File: src/rtl/core/vbs_pkg.sv
// shared constants, codes and types of the validated bounded stack
`default_nettype none

package vbs_pkg;

  localparam int STACK_DEPTH = 16;
  localparam int DATA_W      = 32;
  localparam int CFG_IDX_W   = 2;

  // configuration register indexes
  localparam logic [CFG_IDX_W-1:0] REG_RANGE_EN = 2'd0;
  localparam logic [CFG_IDX_W-1:0] REG_LOWER    = 2'd1;
  localparam logic [CFG_IDX_W-1:0] REG_UPPER    = 2'd2;
  localparam logic [CFG_IDX_W-1:0] REG_FILTER   = 2'd3;

  // filter modes
  localparam logic [1:0] FILTER_NONE  = 2'd0;
  localparam logic [1:0] FILTER_EVEN  = 2'd1;
  localparam logic [1:0] FILTER_PRIME = 2'd2;

  // result status codes
  localparam logic [1:0] ST_OK        = 2'd0;
  localparam logic [1:0] ST_REJECT    = 2'd1;
  localparam logic [1:0] ST_OVERFLOW  = 2'd2;
  localparam logic [1:0] ST_UNDERFLOW = 2'd3;

  // operations
  localparam logic OP_PUSH = 1'b0;
  localparam logic OP_POP  = 1'b1;

  // configuration reset values
  localparam logic signed [DATA_W-1:0] RESET_LOWER = 32'sd1;
  localparam logic signed [DATA_W-1:0] RESET_UPPER = 32'sd1440;

  // prime checker result
  typedef struct packed {
    logic done;
    logic pass;
  } prime_res_t;

endpackage

`default_nettype wire

File: src/rtl/core/validated_bounded_stack.sv
// top level of the bounded lifo stack with push admission filter
//
// input channel (in_valid/in_ready, op, value): one transfer per operation,
// op 0 pushes value, op 1 pops the top entry. in_ready is high only while
// no operation is in progress; one operation is handled at a time.
// output channel (out_valid/out_ready, status, data_out, occupancy): one
// result transfer per operation, in order. the result sits in an output
// register, so the next operation may be taken while it waits.
// overflow, underflow, reject and plain push set a pending result (S_DONE),
// which then moves to the output register; a pop first passes S_READ for the
// registered memory read, and a prime push waits in S_PRIME for the verdict.
// a new transfer is taken only once the last result has moved on. prime mode
// tries divisors 2, 3, then odd ones up to the square root; each trial runs
// the 31 magnitude bits through the remainder unit, one bit a cycle, so that
// remainder unit sets the worst-case rate.
// if the receiver stalls, the finished result is held in the output
// register and the next result waits in the block; in_ready stays low.
// reset (rst, synchronous) empties the stack and restores the config registers
// to enable 1, bounds 1..1440, filter none. entries need no clear. config writes
// (cfg_write, cfg_index, cfg_data) take effect at once; the user must make them
// only while the block is idle, as the block itself does not enforce it.
`default_nettype none

module validated_bounded_stack
  import vbs_pkg::*;
#(
  parameter int DEPTH = STACK_DEPTH,
  localparam int ADDR_W = (DEPTH > 1) ? $clog2(DEPTH) : 1,
  localparam int COUNT_W = $clog2(DEPTH + 1)
) (
  input  wire logic                     clk,
  input  wire logic                     rst,
  // configuration
  input  wire logic                     cfg_write,
  input  wire logic [CFG_IDX_W-1:0]     cfg_index,
  input  wire logic [DATA_W-1:0]        cfg_data,
  // operations
  input  wire logic                     in_valid,
  output      logic                     in_ready,
  input  wire logic                     op,
  input  wire logic signed [DATA_W-1:0] value,
  // results
  output      logic                     out_valid,
  input  wire logic                     out_ready,
  output      logic [1:0]               status,
  output      logic signed [DATA_W-1:0] data_out,
  output      logic [COUNT_W-1:0]       occupancy
);

  localparam logic [1:0] S_IDLE  = 2'd0;
  localparam logic [1:0] S_PRIME = 2'd1;
  localparam logic [1:0] S_READ  = 2'd2;
  localparam logic [1:0] S_DONE  = 2'd3;

  // configuration registers
  logic                     range_en;
  logic signed [DATA_W-1:0] lower_bound;
  logic signed [DATA_W-1:0] upper_bound;
  logic [1:0]               filter_mode;

  // control and pending result
  logic [1:0]               state;
  logic [COUNT_W-1:0]       count;
  logic [DATA_W-1:0]        push_value;
  logic [1:0]               pend_status;
  logic [DATA_W-1:0]        pend_data;

  logic                     in_fire;
  logic                     load_out;
  logic                     full;
  logic                     empty;
  logic                     out_of_range;
  logic [COUNT_W-1:0]       count_dec;
  logic                     mem_we;
  logic [DATA_W-1:0]        mem_wdata;
  logic                     mem_re;
  logic [DATA_W-1:0]        mem_rdata;
  logic                     prime_start;
  prime_res_t               prime_res;

  assign in_ready = (state == S_IDLE);

  always_comb begin
    in_fire      = in_valid && in_ready;
    // pending result moves to the output register once that register frees
    load_out     = (state == S_DONE) && (!out_valid || out_ready);
    full         = (count == COUNT_W'(DEPTH));
    empty        = (count == '0);
    count_dec    = count - 1'b1;
    out_of_range = (value < lower_bound) || (value > upper_bound);
    mem_we       = 1'b0;
    mem_wdata    = value;
    mem_re       = 1'b0;
    prime_start  = 1'b0;

    if (state == S_IDLE && in_fire) begin
      if (op == OP_PUSH) begin
        if (!full) begin
          if (!range_en) begin
            mem_we = 1'b1;
          end else if (!out_of_range) begin
            case (filter_mode)
              FILTER_EVEN:  mem_we = !value[0];
              FILTER_PRIME: prime_start = 1'b1;
              default:      mem_we = 1'b1;   // none, and the unused code
            endcase
          end
        end
      end else begin
        mem_re = !empty;
      end
    end

    // prime verdict arrives later; write from the held push value
    if (state == S_PRIME && prime_res.done && prime_res.pass) begin
      mem_we    = 1'b1;
      mem_wdata = push_value;
    end
  end

  always_ff @(posedge clk) begin
    if (rst) begin
      state       <= S_IDLE;
      count       <= '0;
      out_valid   <= 1'b0;
      range_en    <= 1'b1;
      lower_bound <= RESET_LOWER;
      upper_bound <= RESET_UPPER;
      filter_mode <= FILTER_NONE;
    end else begin
      if (cfg_write) begin
        case (cfg_index)
          REG_RANGE_EN: range_en    <= cfg_data[0];
          REG_LOWER:    lower_bound <= cfg_data;
          REG_UPPER:    upper_bound <= cfg_data;
          REG_FILTER:   filter_mode <= cfg_data[1:0];
          default:      ;
        endcase
      end

      if (load_out) begin
        out_valid <= 1'b1;
      end else if (out_valid && out_ready) begin
        out_valid <= 1'b0;
      end

      case (state)
        S_IDLE: begin
          if (in_fire) begin
            pend_data <= '0;
            if (op == OP_PUSH) begin
              if (full) begin
                pend_status <= ST_OVERFLOW;
                state       <= S_DONE;
              end else if (prime_start) begin
                push_value <= value;
                state      <= S_PRIME;
              end else if (mem_we) begin
                count       <= count + 1'b1;
                pend_status <= ST_OK;
                state       <= S_DONE;
              end else begin
                pend_status <= ST_REJECT;
                state       <= S_DONE;
              end
            end else begin
              if (empty) begin
                pend_status <= ST_UNDERFLOW;
                state       <= S_DONE;
              end else begin
                count       <= count_dec;
                pend_status <= ST_OK;
                state       <= S_READ;
              end
            end
          end
        end
        S_PRIME: begin
          if (prime_res.done) begin
            if (prime_res.pass) begin
              count       <= count + 1'b1;
              pend_status <= ST_OK;
            end else begin
              pend_status <= ST_REJECT;
            end
            state <= S_DONE;
          end
        end
        S_READ: begin
          // read data registered by the memory in the cycle after the address
          pend_data <= mem_rdata;
          state     <= S_DONE;
        end
        S_DONE: begin
          if (load_out) begin
            status    <= pend_status;
            data_out  <= pend_data;
            occupancy <= count;
            state     <= S_IDLE;
          end
        end
        default: begin
          state <= S_IDLE;
        end
      endcase
    end
  end

  vbs_stack_mem #(
    .DEPTH  (DEPTH),
    .ADDR_W (ADDR_W)
  ) u_mem (
    .clk   (clk),
    .we    (mem_we),
    .waddr (count[ADDR_W-1:0]),
    .wdata (mem_wdata),
    .re    (mem_re),
    .raddr (count_dec[ADDR_W-1:0]),
    .rdata (mem_rdata)
  );

  vbs_prime_check u_prime (
    .clk   (clk),
    .rst   (rst),
    .start (prime_start),
    .value (value),
    .res   (prime_res)
  );

  // fill level never passes the depth
  a_count_bound: assert property (@(posedge clk) disable iff (rst)
    count <= COUNT_W'(DEPTH))
    else $error("stack count above depth");

  // no store write into a full stack
  a_write_not_full: assert property (@(posedge clk) disable iff (rst)
    mem_we |-> !full)
    else $error("store write while full");

  // a pop of a non-empty stack goes through the memory read
  a_pop_reads: assert property (@(posedge clk) disable iff (rst)
    (in_fire && op == OP_POP && !empty) |=> (state == S_READ))
    else $error("pop did not issue a read");

  // the prime unit only answers while a push waits on it
  a_prime_owner: assert property (@(posedge clk) disable iff (rst)
    prime_res.done |-> (state == S_PRIME))
    else $error("prime verdict with no push waiting");

  // an overflow result always shows a full stack
  a_overflow_full: assert property (@(posedge clk) disable iff (rst)
    (out_valid && status == ST_OVERFLOW) |-> (occupancy == COUNT_W'(DEPTH)))
    else $error("overflow reported below full");

endmodule

`default_nettype wire

File: src/rtl/core/vbs_stack_mem.sv
// stack storage: one write port, one read port, registered read data
`default_nettype none

module vbs_stack_mem
  import vbs_pkg::*;
#(
  parameter int DEPTH = STACK_DEPTH,
  parameter int ADDR_W = (DEPTH > 1) ? $clog2(DEPTH) : 1
) (
  input  wire logic              clk,
  input  wire logic              we,
  input  wire logic [ADDR_W-1:0] waddr,
  input  wire logic [DATA_W-1:0] wdata,
  input  wire logic              re,
  input  wire logic [ADDR_W-1:0] raddr,
  output      logic [DATA_W-1:0] rdata
);

  logic [DATA_W-1:0] mem [DEPTH];

  always_ff @(posedge clk) begin
    if (we) begin
      mem[waddr] <= wdata;
    end
  end

  always_ff @(posedge clk) begin
    if (re) begin
      rdata <= mem[raddr];
    end
  end

endmodule

`default_nettype wire

File: src/rtl/core/vbs_prime_check.sv
// trial-division primality filter with a bit-serial remainder unit
`default_nettype none

module vbs_prime_check
  import vbs_pkg::*;
(
  input  wire logic                     clk,
  input  wire logic                     rst,
  input  wire logic                     start,
  input  wire logic signed [DATA_W-1:0] value,
  output      prime_res_t               res
);

  localparam int U_W   = DATA_W - 1;   // magnitude bits of a positive value
  localparam int N_W   = 16;           // trial divisor, at most 46341
  localparam int SQ_W  = 32;           // divisor squared
  localparam int STEP_W = $clog2(U_W);

  localparam logic [1:0] P_IDLE = 2'd0;
  localparam logic [1:0] P_TEST = 2'd1;
  localparam logic [1:0] P_DIV  = 2'd2;

  logic [1:0]        state;
  logic [U_W-1:0]    u;
  logic [U_W-1:0]    dq;
  logic [N_W-1:0]    n;
  logic [SQ_W-1:0]   sq;
  logic [N_W-1:0]    rem;
  logic [STEP_W-1:0] step;

  logic [N_W:0]   trial;
  logic [N_W-1:0] rem_next;

  always_comb begin
    trial = {rem, dq[U_W-1]};
    if (trial >= {1'b0, n}) begin
      rem_next = N_W'(trial - {1'b0, n});
    end else begin
      rem_next = trial[N_W-1:0];
    end
  end

  always_ff @(posedge clk) begin
    if (rst) begin
      state    <= P_IDLE;
      res.done <= 1'b0;
      res.pass <= 1'b0;
    end else begin
      res.done <= 1'b0;
      case (state)
        P_IDLE: begin
          if (start) begin
            u  <= value[U_W-1:0];
            n  <= N_W'(2);
            sq <= SQ_W'(4);
            // below four no divisor is tried: negatives, 0..3 pass
            if (value < 32'sd4) begin
              res.done <= 1'b1;
              res.pass <= 1'b1;
            end else begin
              state <= P_TEST;
            end
          end
        end
        P_TEST: begin
          if (sq > {1'b0, u}) begin
            res.done <= 1'b1;
            res.pass <= 1'b1;
            state    <= P_IDLE;
          end else begin
            rem   <= '0;
            dq    <= u;
            step  <= '0;
            state <= P_DIV;
          end
        end
        P_DIV: begin
          rem  <= rem_next;
          dq   <= {dq[U_W-2:0], 1'b0};
          step <= step + 1'b1;
          if (step == STEP_W'(U_W - 1)) begin
            if (rem_next == '0) begin
              res.done <= 1'b1;
              res.pass <= 1'b0;
              state    <= P_IDLE;
            end else begin
              // 2, 3, then odd divisors only
              if (n == N_W'(2)) begin
                n  <= N_W'(3);
                sq <= SQ_W'(9);
              end else begin
                n  <= n + N_W'(2);
                sq <= sq + {{(SQ_W-N_W-2){1'b0}}, n, 2'b00} + SQ_W'(4);
              end
              state <= P_TEST;
            end
          end
        end
        default: begin
          state <= P_IDLE;
        end
      endcase
    end
  end

endmodule

`default_nettype wire

File: config.mk
export PLATFORM = sky130hd
export DESIGN_NAME = validated_bounded_stack
export DESIGN_NICKNAME = d
export VERILOG_FILES = /design/src/rtl/core/vbs_pkg.sv /design/src/rtl/core/validated_bounded_stack.sv /design/src/rtl/core/vbs_stack_mem.sv /design/src/rtl/core/vbs_prime_check.sv
export SDC_FILE = /design/constraint.sdc
export NUM_CORES = 1
export LEC_CHECK = 0
export ABC_CLOCK_PERIOD_IN_PS = 17300
export BUFFER_PORTS_ARGS = -buffer_cell sky130_fd_sc_hd__buf_2
export CORE_ASPECT_RATIO = 0.6
export CORE_MARGIN = 2
export CORE_UTILIZATION = 65
export CTS_CLUSTER_SIZE = 28
export DETAILED_ROUTE_END_ITERATION = 8
export PLACE_DENSITY_LB_ADDON = 0.3
export SETUP_SLACK_MARGIN = 0.2
export SLEW_MARGIN = 15
export SYNTH_ARGS = -nofsm -noshare
export SYNTH_HDL_FRONTEND = slang
export SYNTH_SLANG_ARGS = --single-unit
File: constraint.sdc
create_clock -name clk -period 17.3 [get_ports clk]
set_input_delay 3.46 -clock clk [delete_from_list [all_inputs] [get_ports clk]]
set_output_delay 3.46 -clock clk [all_outputs]
set_load 0.005 [all_outputs]
# Yosys cells after proc, flatten, opt, wreduce, memory -nomap -nowiden

Memories as Yosys holds them, arrays and structs flattened. A register that Yosys moved wholly into a read port is not among the register bits.
Index checks and enable logic that the tools add are counted.

Memories kept: 1
Bits in writable memories: 512
Word-level logic and storage cells: 182
Input bits: 72
Register bits after elaboration: 315

Muxes and demuxes: 77
Eq/ne operators: 30
$lt $le $gt $ge: 5
Reduce and logical (&&, ||, !) cells: 37
Bitwise gates (word level): 3
$add $sub $neg: 7

Memories:

| memory    | words | bits a word | read ports | clocked after memory_dff | wr ports | RTL line            | source |
|---|---|---|---|---|---|---|---|
| u_mem.mem | 16    | 32          | 1          | 1                        | 1        | vbs_stack_mem.sv:19 | `logic [DATA_W-1:0] mem [DEPTH];` |

Operator list:

| kind                  | number |
|---|---|
| $mux 32               | 6 |
| $pmux 32 s2           | 2 |
| $mux 16               | 6 |
| $pmux 16 s2           | 2 |
| $pmux 31 s2           | 1 |
| $mux 5                | 9 |
| $mux 2                | 21 |
| $add 32x18->32        | 1 |
| $add 32x3->32 const B | 1 |
| $gt 32x31->1          | 1 |
| $gt 32x32->1          | 1 |
| $lt 32x32->1          | 1 |
| $lt 32x4->1 const B   | 1 |
| $mux 31               | 1 |
| $mux 1                | 22 |
| $pmux 5 s2            | 2 |
| $reduce_and 3->1      | 6 |
| $ge 17x16->1          | 1 |
| $add 16x2->16 const B | 1 |
| $eq 16x2->1 const B   | 1 |
| $logic_not 16->1      | 1 |
| $sub 16x16->16        | 1 |
| $ne 2x1->1 const B    | 7 |
| $eq 2x2->1 const B    | 6 |
| other kinds (24)      | 57 |

# Logic depth before layout (Yosys ltp)

Depth after elaboration: 14
Mapped depth: 15
Depth with buffers taken out: 14

# Modules after synthesis

A second synthesis with hierarchy kept.

Cell total of the unflattened synthesis: 2456
Area, all modules: 36964.2 um2

Modules (own cells, without submodules):

| module                  | area each (um2) | instances | cells each | sequential area each (um2) |
|---|---|---|---|---|
| vbs_stack_mem           | 20155.6         | 1         | 838        | 16335.7 |
| validated_bounded_stack | 8494.4          | 1         | 807        | 4654.5 |
| vbs_prime_check         | 8314.2          | 1         | 811        | 3983.8 |

# Least setup slack after synthesis

OpenSTA, ideal clock, no wires.

Kind: input to register
Start: input port value[27]
End: register u_prime.n[0], enable pin
Data required time: 16.732 ns
Arrival: 9.926 ns
Setup slack: 6.805 ns
Cell stages on the path: 8
Cells stage by stage: ha_1 > nand4_1 > or4_1 > o21a_1 > mux2i_1 > nor4_1 > a21oi_1 > nor4_1

Longest elaborated chain between the ends: 9
Elaborated cells between the ends (all ways): 10
Those cells by class: order compare (2); eq/ne (1); mux (5); reduce/logical (2)

RTL lines:

| item                                                | RTL line                       | source |
|---|---|---|
| from (decl)                                         | validated_bounded_stack.sv:41  | `input wire logic signed [DATA_W-1:0] value,` |
| $lt 32x32->1 / $gt 32x32->1 (equally long branches) | validated_bounded_stack.sv:90  | `out_of_range = (value < lower_bound) \|\| (value > upper_bound);` |
| $logic_or 1x1->1 (*)                                | validated_bounded_stack.sv:90  |  |
| $mux 1 (*)                                          | validated_bounded_stack.sv:101 | `end else if (!out_of_range) begin` |
| $mux 1 (*)                                          | validated_bounded_stack.sv:99  | `if (!range_en) begin` |
| $mux 1 (*)                                          | validated_bounded_stack.sv:98  | `if (!full) begin` |
| $mux 1 (*)                                          | validated_bounded_stack.sv:97  | `if (op == OP_PUSH) begin` |
| $mux 1 (*)                                          | validated_bounded_stack.sv:96  | `if (state == S_IDLE && in_fire) begin` |
| $ne 2x2->1 (no line) (*)                            | -                              |  |
| $reduce_and 5->1 (no line) (*)                      | -                              |  |
| to (signal assigned)                                | vbs_prime_check.sv:92          | `n <= n + N_W'(2);` |
| to (decl)                                           | vbs_prime_check.sv:26          | `logic [N_W-1:0] n;` |

Mark *: on every way between the ends. The rest lies on a longest branch, timed or not.
A chain may end at the register's enable or synchronous reset.

# Final worst setup path

Start: input port value[2]
End: memory u_mem.mem[7][5], enable pin

Longest elaborated chain between the ends: 10
Elaborated cells between the ends (all ways): 11
Those cells by class: order compare (2); mux (8); reduce/logical (1)

RTL lines:

| item                                                | RTL line                       | source |
|---|---|---|
| $lt 32x32->1 / $gt 32x32->1 (equally long branches) | validated_bounded_stack.sv:90  |  |
| $logic_or 1x1->1 (*)                                | validated_bounded_stack.sv:90  |  |
| $mux 1 (*)                                          | validated_bounded_stack.sv:101 |  |
| $mux 1 (*)                                          | validated_bounded_stack.sv:99  |  |
| $mux 1 (*)                                          | validated_bounded_stack.sv:98  |  |
| $mux 1 (*)                                          | validated_bounded_stack.sv:97  |  |
| $mux 1 (*)                                          | validated_bounded_stack.sv:96  |  |
| $mux 1 (*)                                          | validated_bounded_stack.sv:115 | `if (state == S_PRIME && prime_res.done && prime_res.pass) begin` |
| $mux 1 (*)                                          | vbs_stack_mem.sv:22            | `if (we) begin` |
| $mux 1 (not written as such) (*)                    | vbs_stack_mem.sv:23            | `mem[waddr] <= wdata;` |
| to (decl)                                           | vbs_stack_mem.sv:19            |  |

Marks and branches as above.

==> impl_metrics.toml <==
[run_status]
status = "finished clean"

[floorplanning]
core_area_mm2 = 0.0560
die_w_um = 312
die_area_mm2 = 0.0588
die_h_um = 189
initial_core_util_pct = 66.0
pin_count = 113
rows = 67

[route]
avgViaCountPerCell = 6.68
drt_first_iter_violations = 3153
first_pass_iters = 5
ant_nets = 0
wl_mm = 93.5
vias = 22157
remaining_drc_errors = 0
avgRoutedWirePerCell_um = 28.2

[logic_synthesis]
synthArstFlopShare_pct = 0
syn_area_mm2 = 0.0369
synth_flop_cell = "edfxtp_1"
synthesis.nets = 2584
yosysWarnings = 0
synth_seq_area_share_pct = 67.6
netlist_instances = 2357
syn_avg_cell_area_um2 = 15.7
synth-edff-count = 779
synthDistinctLibCells = 72
ys_seq_elements = 858

[placed_design]
place_ws_ps = 9540
dpl.hpwl_mm = 56.7
port_buffers = 112
gp_congestion = 0.938

[clock_network]
clock_sinks = 858
cts_buffer_depth = 3
clk_latency_ps = 650
cts.clk_slew.worst_paths_ps = 60
cts_resized = 0
cts_inserted_buffers = 76
cts_hold_buf = 0
h-tree-depth = 3
cts_tree = "yes"
cts_root_buffer = "clkbuf_16"
post_cts.repair.setup_buffers = 0

[sta]
rsz0062_at_grt = "no"
setup_viol = 0
worst_pin_slew_ps = 1240
finalCriticalPeriod_ps = 7110
drv_slew = 0
tns_ps = 0
fin_worst_skew_ps = 33.8
setup_ws_ps = 10190
slew_headroom_pct = 16.6
hold_viol = 0
min_period_over_period_pct = 41.1
max_freq_ghz = 0.141

[grt]
grt_pass1_wl_mm = 139
antenna_found_initial = 4
overflow = 0
grt_start_max_net_pins = 91
grt_pass1_vias = 21699
use_met2_pct = 46.8
top_usage_layer = "met1"
track_usage_pct = 32.0
grtUsageMet3_pct = 7.18
met1_usage_pct = 49.6

[power]
vdd_drop_max_mv = 0.109
p_leak_uw = 0.0139
p_per_area_mw_per_mm2 = 122

[worst_setup_path]
r2r_slack_ps = 12160
required_ps = 17540
worstPathMaxFanout = 32
worst-setup-path-type = "in -> reg"
startpoint_type = "input port"
critPathCaptureType = "register"
arrival_ps = 7350

[finish]
layout-drive-gt1-share_pct = 20.1
syn2layout_area_growth_pct = 11.5
fin_nets = 2723

[hold_path]
hp-class = "reg -> reg"

[job]
max_cap_viol_count = 0
==> worst max-delay path: stages <==
cell      delay, ps
buf_2           140
ha_1            310
a211o_1         120
a31oi_1          40
nor4_1          440
o21ai_0         190
a311oi_1        380
o21ai_0         150
o21ai_1         680
nand2_1         440
nor2_4          980
==> cells in the mapped netlist (10+ instances only) <==
| cell type | number | area share [%] |
|---|---|---|
| xnor2_1 | 30 | 0.71 |
| nor4_1 | 24 | 0.41 |
| nor2_1 | 119 | 1.2 |
| a21o_1 | 34 | 0.69 |
| inv_1 | 130 | 1.3 |
| buf_1 | 11 | 0.11 |
| mux2i_1 | 16 | 0.43 |
| or3_1 | 14 | 0.24 |
| edfxtp_1 | 779 | 63 |
| ha_1 | 153 | 5.2 |
| or4_1 | 12 | 0.24 |
| xor2_1 | 11 | 0.26 |
| dfxtp_1 | 79 | 4.3 |
| nand2b_1 | 17 | 0.29 |
| nor3_1 | 24 | 0.33 |
| mux2_2 | 40 | 1.2 |
| nand4_1 | 24 | 0.41 |
| nand3_1 | 24 | 0.33 |
| clkbuf_1 | 74 | 0.75 |
| nor2b_1 | 15 | 0.25 |
| and2_1 | 39 | 0.66 |
| a21oi_1 | 128 | 1.7 |
| mux4_2 | 160 | 9.8 |
| o21a_1 | 10 | 0.20 |
| o21ai_0 | 60 | 0.81 |
| nand2_1 | 211 | 2.1 |
==> layer usage <==
metal	up-vias	part of all wire (%)
met5	-	0.037
met2	1451	44
met4	6	2.3
met3	167	12
met1	11196	42
li1	9337	-
==> registers in the layout, indices dropped and copies added, names as in the netlist, 5 cells and up <==
signal,count
occupancy,5
lower_bound,32
data_out,32
pend_data,32
push_value,32
u_prime.step,5
u_prime.u,31
u_mem.rdata,32
u_prime.n,16
u_prime.dq,31
count,5
u_mem.mem,512
upper_bound,32
u_prime.sq,31
u_prime.rem,16
==> where the power goes <==
group	leakage (uW)	total [uW]	internal (uW)	switching [uW]
Combinational	0.00492	896	405	491
Sequential	0.00774	2430	2380	53.4
Clock	0.00120	1710	949	765
Total	0.0139	5040	3730	1310
==> worst paths after layout <==
kind	from	endpoint	cells past startpoint
max	value[2]	u_mem.mem[7][5]	11
min	pend_data[7]	data_out[7]	0
max reg2reg	count[0]	u_mem.mem[7][5]	10
min reg2reg	pend_data[7]	data_out[7]	0
==> placed cells by master (no fill, tap or decap), drive strengths merged, types with 5 or more instances in the layout <==
cell type	netlist	routed
nand3b	8	8
nor3b	5	5
nand3	24	24
or4	12	12
mux2i	16	16
inv	130	133
nand2b	17	17
nand4	24	24
a211oi	6	6
nor2b	15	15
clkbuf	75	96
o31ai	7	7
o21ai	62	62
a31oi	9	9
edfxtp	779	779
bufinv	0	6
clkinvlp	0	5
buf	13	150
xor2	11	11
and3	6	6
ha	153	153
nand2	211	211
a2111oi	5	5
nor3	24	24
or2	7	7
nor2	119	119
mux2	40	40
a21o	34	34
nor4	24	24
dfxtp	79	79
a21oi	131	131
or3	15	15
xnor2	30	30
mux4	160	160
a211o	6	6
clkinv	1	29
and2	40	40
o211ai	8	8
o21a	10	10
==> cells by family (layout without fill, tap and decap cells) <==
family / count (synthesis) / count (layout) / synth area share [%]
AND/OR/NAND/NOR: 557 / 557 / 7.19
other: 0 / 1 / 0
AO/OA/AOI/OAI: 310 / 310 / 5.20
XOR/XNOR: 41 / 41 / 0.972
multiplexers: 216 / 216 / 11.4
adder cells (fa/ha/maj): 155 / 155 / 5.29
flip-flops: 858 / 858 / 67.6
buffers and inverters: 220 / 419 / 2.35
==> metrics by stage <==
| stage | hold slack (ps) | instances | util [%] | area (um2) | power, uW |
|---|---|---|---|---|---|
| 5_1_grt | 422 | 3315 | 73.6 | 41200 | 5190 |
| 6_report | 418 | 3316 | 73.6 | 41200 | 5040 |
| 2_1_floorplan | 400 | 2357 | - | 36900 | 3060 |
| 3_5_place_dp | 405 | 3168 | 68.8 | 38500 | 3350 |
| 3_3_place_gp | 400 | 3168 | 68.8 | 38500 | 3310 |
| 4_1_cts | 419 | 3306 | 73.2 | 41000 | 5050 |
==> area by class of cell <==
class	count	area [um2]
antenna	1	2.50
clock buffer	96	2080
clock inverter	42	395
fill	3400	14800
inverter	131	492
multi-input combinational	1279	11300
sequential	858	25000
tap	759	950
timing repair buffer	150	996
Power figures use the tool's default switching activity.
